### src/rtl/ptt_pkg.sv
// shared constants, request codes and the token type for the periodic timer table
package ptt_pkg;

    localparam int SLOTS       = 16;
    localparam int COUNT_WIDTH = 32;
    localparam int IDX_W       = (SLOTS > 1) ? $clog2(SLOTS) : 1;
    localparam int SEL_W       = (IDX_W > 4) ? IDX_W : 4;
    localparam int S_TDATA_W   = 40;
    localparam int M_TDATA_W   = 48;

    typedef enum logic [2:0] {
        REQ_TICK       = 3'd0,
        REQ_CREATE     = 3'd1,
        REQ_DELETE     = 3'd2,
        REQ_SET_PERIOD = 3'd3,
        REQ_SCAN       = 3'd4
    } req_t;

    typedef logic [IDX_W-1:0]       slot_idx_t;
    typedef logic [COUNT_WIDTH-1:0] count_t;

    // request token that walks the row of slot cells, one cell per cycle
    typedef struct packed {
        logic      valid;
        logic [2:0] req;
        logic [3:0] sidx;
        count_t    per;
        slot_idx_t scan_pos;
        slot_idx_t pos;
        logic      found;
        slot_idx_t slot;
        logic      dvalid;
    } token_t;

    // addressed slot match, out-of-range indexes never hit
    function automatic logic slot_hit(slot_idx_t pos, logic [3:0] sidx);
        return SEL_W'(pos) == SEL_W'(sidx);
    endfunction

endpackage

### src/rtl/ptt_cell.sv
// one timer slot cell: holds a slot's state and applies the passing request to it
module ptt_cell (
    input  logic            aclk,
    input  logic            aresetn,
    input  ptt_pkg::token_t tok_in,
    output ptt_pkg::token_t tok_out
);
    import ptt_pkg::*;

    logic   in_use_reg, in_use_next;
    logic   ready_reg, ready_next;
    count_t period_reg, period_next;
    count_t count_reg, count_next;
    count_t count_inc;
    token_t tok_reg, tok_next;

    assign count_inc = count_reg + 1'b1;

    // apply the request to this slot and update the token
    always_comb begin
        in_use_next  = in_use_reg;
        ready_next   = ready_reg;
        period_next  = period_reg;
        count_next   = count_reg;
        tok_next     = tok_in;
        tok_next.pos = tok_in.pos + 1'b1;
        if (tok_in.valid) begin
            case (tok_in.req)
                REQ_TICK: begin
                    if (in_use_reg && !ready_reg) begin
                        if (count_inc >= period_reg) begin
                            count_next = '0;
                            ready_next = 1'b1;
                        end else begin
                            count_next = count_inc;
                        end
                    end
                end
                REQ_CREATE: begin
                    if (!tok_in.found && !in_use_reg) begin
                        in_use_next    = 1'b1;
                        period_next    = tok_in.per;
                        tok_next.found = 1'b1;
                        tok_next.slot  = tok_in.pos;
                    end
                end
                REQ_DELETE: begin
                    if (slot_hit(tok_in.pos, tok_in.sidx)) begin
                        in_use_next = 1'b0;
                        ready_next  = 1'b0;
                        count_next  = '0;
                    end
                end
                REQ_SET_PERIOD: begin
                    if (slot_hit(tok_in.pos, tok_in.sidx)) begin
                        ready_next  = 1'b0;
                        period_next = tok_in.per;
                        count_next  = '0;
                    end
                end
                REQ_SCAN: begin
                    if (tok_in.pos == tok_in.scan_pos && ready_reg) begin
                        ready_next      = 1'b0;
                        tok_next.dvalid = 1'b1;
                        tok_next.slot   = tok_in.pos;
                    end
                end
                default: begin
                end
            endcase
        end
    end

    // slot flags, counter and token stage
    always_ff @(posedge aclk) begin
        if (!aresetn) begin
            in_use_reg    <= 1'b0;
            ready_reg     <= 1'b0;
            count_reg     <= '0;
            tok_reg.valid <= 1'b0;
        end else begin
            in_use_reg <= in_use_next;
            ready_reg  <= ready_next;
            count_reg  <= count_next;
            tok_reg    <= tok_next;
        end
    end

    // period is only read after create has written it
    always_ff @(posedge aclk) begin
        period_reg <= period_next;
    end

    assign tok_out = tok_reg;

endmodule

### src/rtl/periodic_task_timer_table.sv
// top level of the periodic timer table: request entry, cell row and result queue
//
// Usage:
//   Requests enter on the s_axis channel, results leave on m_axis, one result
//   per request. A request is taken when s_axis_tvalid and s_axis_tready are
//   both high; a result is taken when m_axis_tvalid and m_axis_tready are high.
//   A request walks the row of SLOTS slot cells, one cell per cycle, and
//   its result enters the result queue as it leaves the last cell.
//   Only one request is in the cell row at a time; a new request can enter
//   cell 0 in the cycle in which the previous one leaves the last cell,
//   as long as the result queue has room for its result.
//   A two-entry result queue lets the next request start while a result
//   still waits; s_axis_tready drops once the queue would hold two results.
//   Reset (aresetn low at a clock edge) frees all slots, clears ready flags,
//   counters, the scan position and the global tick count, and empties the
//   queue. When the receiver stalls, the head result and its tvalid hold.
module periodic_task_timer_table (
    input  logic                          aclk,
    input  logic                          aresetn,
    input  logic                          s_axis_tvalid,
    output logic                          s_axis_tready,
    // req_type[2:0], slot_index[6:3], period[38:7], zero [39]
    input  logic [ptt_pkg::S_TDATA_W-1:0] s_axis_tdata,
    output logic                          m_axis_tvalid,
    input  logic                          m_axis_tready,
    // status[0], created_slot[4:1], dispatch_valid[5], dispatch_slot[9:6],
    // tick_count[41:10], zero [47:42]
    output logic [ptt_pkg::M_TDATA_W-1:0] m_axis_tdata
);
    import ptt_pkg::*;

    token_t                 chain [SLOTS+1];
    token_t                 head_tok;
    token_t                 last_tok;
    logic                   s_accept;
    logic [2:0]             s_req;
    logic                   busy_reg, busy_next;
    slot_idx_t              scan_pos_reg, scan_pos_next;
    logic [31:0]            ticks_reg, ticks_next;
    logic [M_TDATA_W-1:0]   fifo_mem_reg [2];
    logic                   wr_ptr_reg, wr_ptr_next;
    logic                   rd_ptr_reg, rd_ptr_next;
    logic [1:0]             cnt_reg, cnt_next;
    logic                   push, pop;
    logic                   res_status;
    logic [3:0]             res_created, res_dslot;
    logic [M_TDATA_W-1:0]   res_word;

    assign s_req    = s_axis_tdata[2:0];
    assign s_accept = s_axis_tvalid && s_axis_tready;
    assign last_tok = chain[SLOTS];
    assign push     = last_tok.valid;
    assign pop      = m_axis_tvalid && m_axis_tready;

    // request token entering the first cell
    always_comb begin
        head_tok          = '0;
        head_tok.valid    = s_accept;
        head_tok.req      = s_req;
        head_tok.sidx     = s_axis_tdata[6:3];
        head_tok.per      = COUNT_WIDTH'(s_axis_tdata[38:7]);
        head_tok.scan_pos = scan_pos_reg;
    end

    assign chain[0] = head_tok;

    // row of slot cells
    for (genvar k = 0; k < SLOTS; k++) begin : g_cell
        ptt_cell u_cell (
            .aclk    (aclk),
            .aresetn (aresetn),
            .tok_in  (chain[k]),
            .tok_out (chain[k+1])
        );
    end

    // one request in the row at a time, room kept for its result
    always_comb begin
        cnt_next      = cnt_reg + {1'b0, push} - {1'b0, pop};
        s_axis_tready = (!busy_reg || last_tok.valid) && (cnt_next != 2'd2);
        busy_next     = s_accept ? 1'b1 : (last_tok.valid ? 1'b0 : busy_reg);
        wr_ptr_next   = push ? ~wr_ptr_reg : wr_ptr_reg;
        rd_ptr_next   = pop ? ~rd_ptr_reg : rd_ptr_reg;
    end

    // scan position and global tick count, updated as a request is taken
    always_comb begin
        scan_pos_next = scan_pos_reg;
        ticks_next    = ticks_reg;
        if (s_accept && s_req == REQ_SCAN) begin
            scan_pos_next = (scan_pos_reg == IDX_W'(SLOTS - 1)) ? '0 : scan_pos_reg + 1'b1;
        end
        if (s_accept && s_req == REQ_TICK) begin
            ticks_next = ticks_reg + 32'd1;
        end
    end

    // result word from the token leaving the last cell
    always_comb begin
        res_status  = (last_tok.req == REQ_CREATE) && !last_tok.found;
        res_created = ((last_tok.req == REQ_CREATE) && last_tok.found) ?
                      4'(last_tok.slot) : 4'd0;
        res_dslot   = last_tok.dvalid ? 4'(last_tok.slot) : 4'd0;
        res_word    = {6'd0, ticks_reg, res_dslot, last_tok.dvalid, res_created,
                       res_status};
    end

    // control registers
    always_ff @(posedge aclk) begin
        if (!aresetn) begin
            busy_reg     <= 1'b0;
            scan_pos_reg <= '0;
            ticks_reg    <= '0;
            wr_ptr_reg   <= 1'b0;
            rd_ptr_reg   <= 1'b0;
            cnt_reg      <= 2'd0;
        end else begin
            busy_reg     <= busy_next;
            scan_pos_reg <= scan_pos_next;
            ticks_reg    <= ticks_next;
            wr_ptr_reg   <= wr_ptr_next;
            rd_ptr_reg   <= rd_ptr_next;
            cnt_reg      <= cnt_next;
        end
    end

    // result queue storage
    always_ff @(posedge aclk) begin
        if (push) begin
            fifo_mem_reg[wr_ptr_reg] <= res_word;
        end
    end

    assign m_axis_tvalid = (cnt_reg != 2'd0);
    assign m_axis_tdata  = fifo_mem_reg[rd_ptr_reg];

endmodule

### config.mk
export PLATFORM = sky130hd
export DESIGN_NAME = periodic_task_timer_table
export DESIGN_NICKNAME = d
export VERILOG_FILES = /design/src/rtl/ptt_pkg.sv /design/src/rtl/ptt_cell.sv /design/src/rtl/periodic_task_timer_table.sv
export SDC_FILE = /design/constraint.sdc
export NUM_CORES = 2
export LEC_CHECK = 0
export ABC_AREA = 1
export BUFFER_PORTS_ARGS = -buffer_cell sky130_fd_sc_hd__buf_2
export CELL_PAD_IN_SITES_DETAIL_PLACEMENT = 0
export CELL_PAD_IN_SITES_GLOBAL_PLACEMENT = 1
export CORE_ASPECT_RATIO = 0.6
export CORE_MARGIN = 5
export CORE_UTILIZATION = 45
export DETAILED_ROUTE_END_ITERATION = 6
export PLACE_DENSITY_LB_ADDON = 0.1
export REMOVE_ABC_BUFFERS = 1
export SLEW_MARGIN = 20
export SYNTH_ARGS = -nofsm -noshare
export SYNTH_HDL_FRONTEND = slang
export SYNTH_SLANG_ARGS = --single-unit
### constraint.sdc
create_clock -name aclk -period 5.82 [get_ports aclk]
set_clock_uncertainty 0.05 [all_clocks]
set_input_delay 1.164 -clock aclk [delete_from_list [all_inputs] [get_ports aclk]]
set_output_delay 1.164 -clock aclk [all_outputs]
set_load 0.1 [all_outputs]
==> results_dict.tcl <==
set metrics [dict create \
    crit_type "flip-flop to output port" \
    finalMaxSlewViolations 0 \
    ant_nets 0 \
    insertion_delay_ps 860 \
    rsz0062_at_grt "no" \
    cts-root-buf "clkbuf_16" \
    crit_arrival_ps 3020 \
    largest_reg_flops 745 \
    p_seq_share_pct 52.0 \
    slew_headroom_pct 23.4 \
    setup_viol 0 \
    synth_top_family_by_area "simple AND/OR/NAND/NOR gates" \
    p_comb_share_pct 3.4 \
    status "completed" \
    r2r_start "g_cell[3].u_cell.count_reg[0]$_SDFFE_PN0P_" \
    finalWeightedCongestion 0.884 \
    grtUsageTotal_pct 23.0 \
    r2r_slack_ps 1610 \
    final_common_cell "nand2_1" \
    drive_above_1_share_pct 6.63 \
    critPathLaunchType "flip-flop" \
    synth_flop_cell "edfxtp_1" \
    synth_seq_cells 1927 \
    num-nets-final 10800 \
    intPower_uw 22800 \
    cts_setup_buffers 0 \
    pwr-share-clk_pct 44.5 \
    dp_hpwl_um 190000 \
    drt_iter0_markers 6720 \
    hold_class "flip-flop to flip-flop" \
    final_util_pct 50.0 \
    cts_num_sinks 1927 \
    avgViaCountPerCell 5.29 \
    drc 0 \
    synth-compound-area-share_pct 5.62 \
    final_cell_mix "2,491 x nand2_1, 1,325 x edfxtp_1, 1,302 x inv_1, 1,000 x nor2_1, 791 x a21oi_1" \
    syn-instance-count 10200 \
    area.growth.synth_to_final_pct 10.8 \
    crit_path_end_kind "output port" \
    hold_viol 0 \
    syn_area_per_cell_sq_um 9.28 \
    required_ps 4610 \
    die_w_um 601 \
    r2r-end "g_cell[3].u_cell.ready_reg$_SDFFE_PN0P_" \
    ys_seq_area_share_pct 55.0 \
    initial_utilization_pct 45.1 \
    ctsResizeCount 0 \
    cts-buffers-inserted 193 \
    cts_tree "built" \
    tns_ps 0 \
    min_path_cells 0 \
    async_reset_ff_share_pct 0 \
    power.density_mw_per_mm2 282 \
    r2r_cells 20 \
    fin_crit_ps 4230 \
    synth-edff-count 1325 \
    drtPass1Iterations 6 \
    tightest_slew_ps 1150 \
    synthAdderAreaFrac_pct 7.07 \
    dieArea_sq_mm 0.219 \
    yosysWarningCount 0 \
    synth_cell_types 53 \
    std_cell_rows 130 \
    whs_endpoint "g_cell[15].u_cell.period_reg[23]$_DFFE_PP_" \
    die_h_um 365 \
    synth-xor-area-share_pct 3.53 \
    ir_drop_mv 0.245 \
    clk_path_buf_depth 4 \
    p_leak_uw 0.0415 \
    finalPower_uw 29500 \
    p_sw_uw 6700 \
    synth.mux.area_fraction_pct 0.502 \
    period_share_pct 72.7 \
    hold_path.startpoint "g_cell[14].u_cell.tok_out[37]$_DFFE_PP_" \
    antenna_found_initial 15 \
    sw_frac_of_total_pct 22.7 \
    wl_per_cell_um 19.6 \
    drt_wl_total_um 258000 \
    boundaryPins 94 \
    portBuffers 86 \
    clk_pin_slew_worst_paths_ps 60 \
    vias 69700 \
    drv_cap 0 \
    first_global_vias 63500 \
    grt_max_degree 150 \
    grt_pass1_wl_um 392000 \
    synth_area_sq_mm 0.0943 \
    fillers 19400 \
    grt.overflow.total 0 \
    clock.fmax_mhz 236 \
    critPathMaxFanout 4 \
    yosys.area_share.simple_pct 21.8 \
    cts_hold_buf 0 \
    core_sq_mm 0.209 \
    cts_htree_levels 4 \
]
[layout make-up]
| type | count | area, sq um | share of cell area, % |
|---|---|---|---|
| Sequential cell | 1927 | 51800 | 49.6 |
| Multi-Input combinational cell | 6654 | 36500 | 35.0 |
| Clock buffer | 245 | 5210 | 4.99 |
| Inverter | 1312 | 4940 | 4.73 |
| Tap cell | 2772 | 3470 | 3.32 |
| Clock inverter | 108 | 1320 | 1.26 |
| Timing Repair Buffer | 167 | 1120 | 1.08 |
| Antenna cell | 6 | 15.0 | 0.0144 |
[Yosys cell counts, types with 3 or more instances]
cell      count  share of area, %
a21o_1       23              0.18
a21oi_1     807               4.3
a221oi_1     12              0.11
a31oi_1       3             0.020
and3_1        8             0.053
buf_1         6             0.024
buf_2        70              0.37
buf_4        13              0.10
buf_6         6             0.072
clkbuf_1    182              0.72
dfxtp_1     602                13
edfxtp_1   1325                42
ha_1        533               7.1
inv_1      1304               5.2
inv_2         8             0.032
mux2_2       42              0.50
nand2_1    2495               9.9
nand2_2      19              0.13
nand3_1     256               1.4
nand3_2      13              0.14
nand3b_1     54              0.43
nand4_1     600               4.0
nor2_1     1003               4.0
nor2_2       35              0.23
nor2_4       27              0.32
nor3_1      142              0.75
nor3_2       14              0.15
nor3b_1       4             0.032
nor4_1       14             0.093
o211ai_1      3             0.024
o21a_1       41              0.33
o21ai_0      73              0.39
o21ai_1       3             0.016
o21bai_1     14              0.11
o22ai_1       3             0.020
o31ai_1      11             0.088
or2_2        10             0.066
xnor2_1     116               1.1
xnor2_2       8              0.14
xor2_1      244               2.3
xor2_2        3             0.052
[worst max path at each step]
| stage | slack, ps | endpoint | from |
|---|---|---|---|
| CTS | 1530 | s_axis_tready | cnt_reg[1]$_SDFF_PN0_ |
| floorplan | -480 | g_cell[11].u_cell.period_reg[0]$_DFFE_PP_ | g_cell[10].u_cell.tok_out[52]$_DFFE_PP_ |
| detailed placement | 1790 | g_cell[3].u_cell.ready_reg$_SDFFE_PN0P_ | g_cell[3].u_cell.count_reg[0]$_SDFFE_PN0P_ |
| global route | 1350 | g_cell[3].u_cell.ready_reg$_SDFFE_PN0P_ | g_cell[3].u_cell.count_reg[0]$_SDFFE_PN0P_ |
| global placement | 1770 | g_cell[3].u_cell.ready_reg$_SDFFE_PN0P_ | g_cell[3].u_cell.count_reg[0]$_SDFFE_PN0P_ |
| finish | 1590 | s_axis_tready | cnt_reg[1]$_SDFF_PN0_ |
[cells by family after synthesis]
group	Yosys count
AND/OR/NAND/NOR	4703
flip-flops	1927
buffers and inverters	1589
AO/OA/AOI/OAI	999
adder cells (fa/ha/maj)	533
XOR/XNOR	371
multiplexers	42
other	1
[critical path, cell delays in order, from the launching register on]
cell     delay (ps)
dfxtp_1         320
or2_2           340
nand2_1         120
inv_1            90
ha_1            270
inv_1            40
ha_1            280
inv_1            50
nand3_2          90
nand2_1          60
inv_1            50
buf_2           440
[through the flow]
step	std cells	setup slack [ps]	hold WS (ps)	area, sq um
finish	13200	1590	365	104000
CTS	13200	1530	362	104000
global placement	12800	1770	351	97900
floorplan	9893	-484	350	93100
global route	13200	1350	368	104000
detailed placement	12800	1790	355	97900
[per-layer routing]
layer / vias to the layer above / track usage [%] / routed length (um)
met1: 33000 / 38.7 / 137000
met5: - / 0 / 20
met4: 4 / 4.56 / 4950
li1: 34300 / - / -
met3: 273 / 4.33 / 20600
met2: 2169 / 29.9 / 95700
[power by group through the flow]
stage | logic (uW) | registers [uW] | clock network, uW
floorplan | 671 | 15400 | 0
global placement | 1010 | 15600 | 0
detailed placement | 1020 | 15600 | 0
CTS | 1020 | 15300 | 13400
global route | 1080 | 15300 | 14000
finish | 1010 | 15300 | 13100
(Power assumes the default switching activity.)
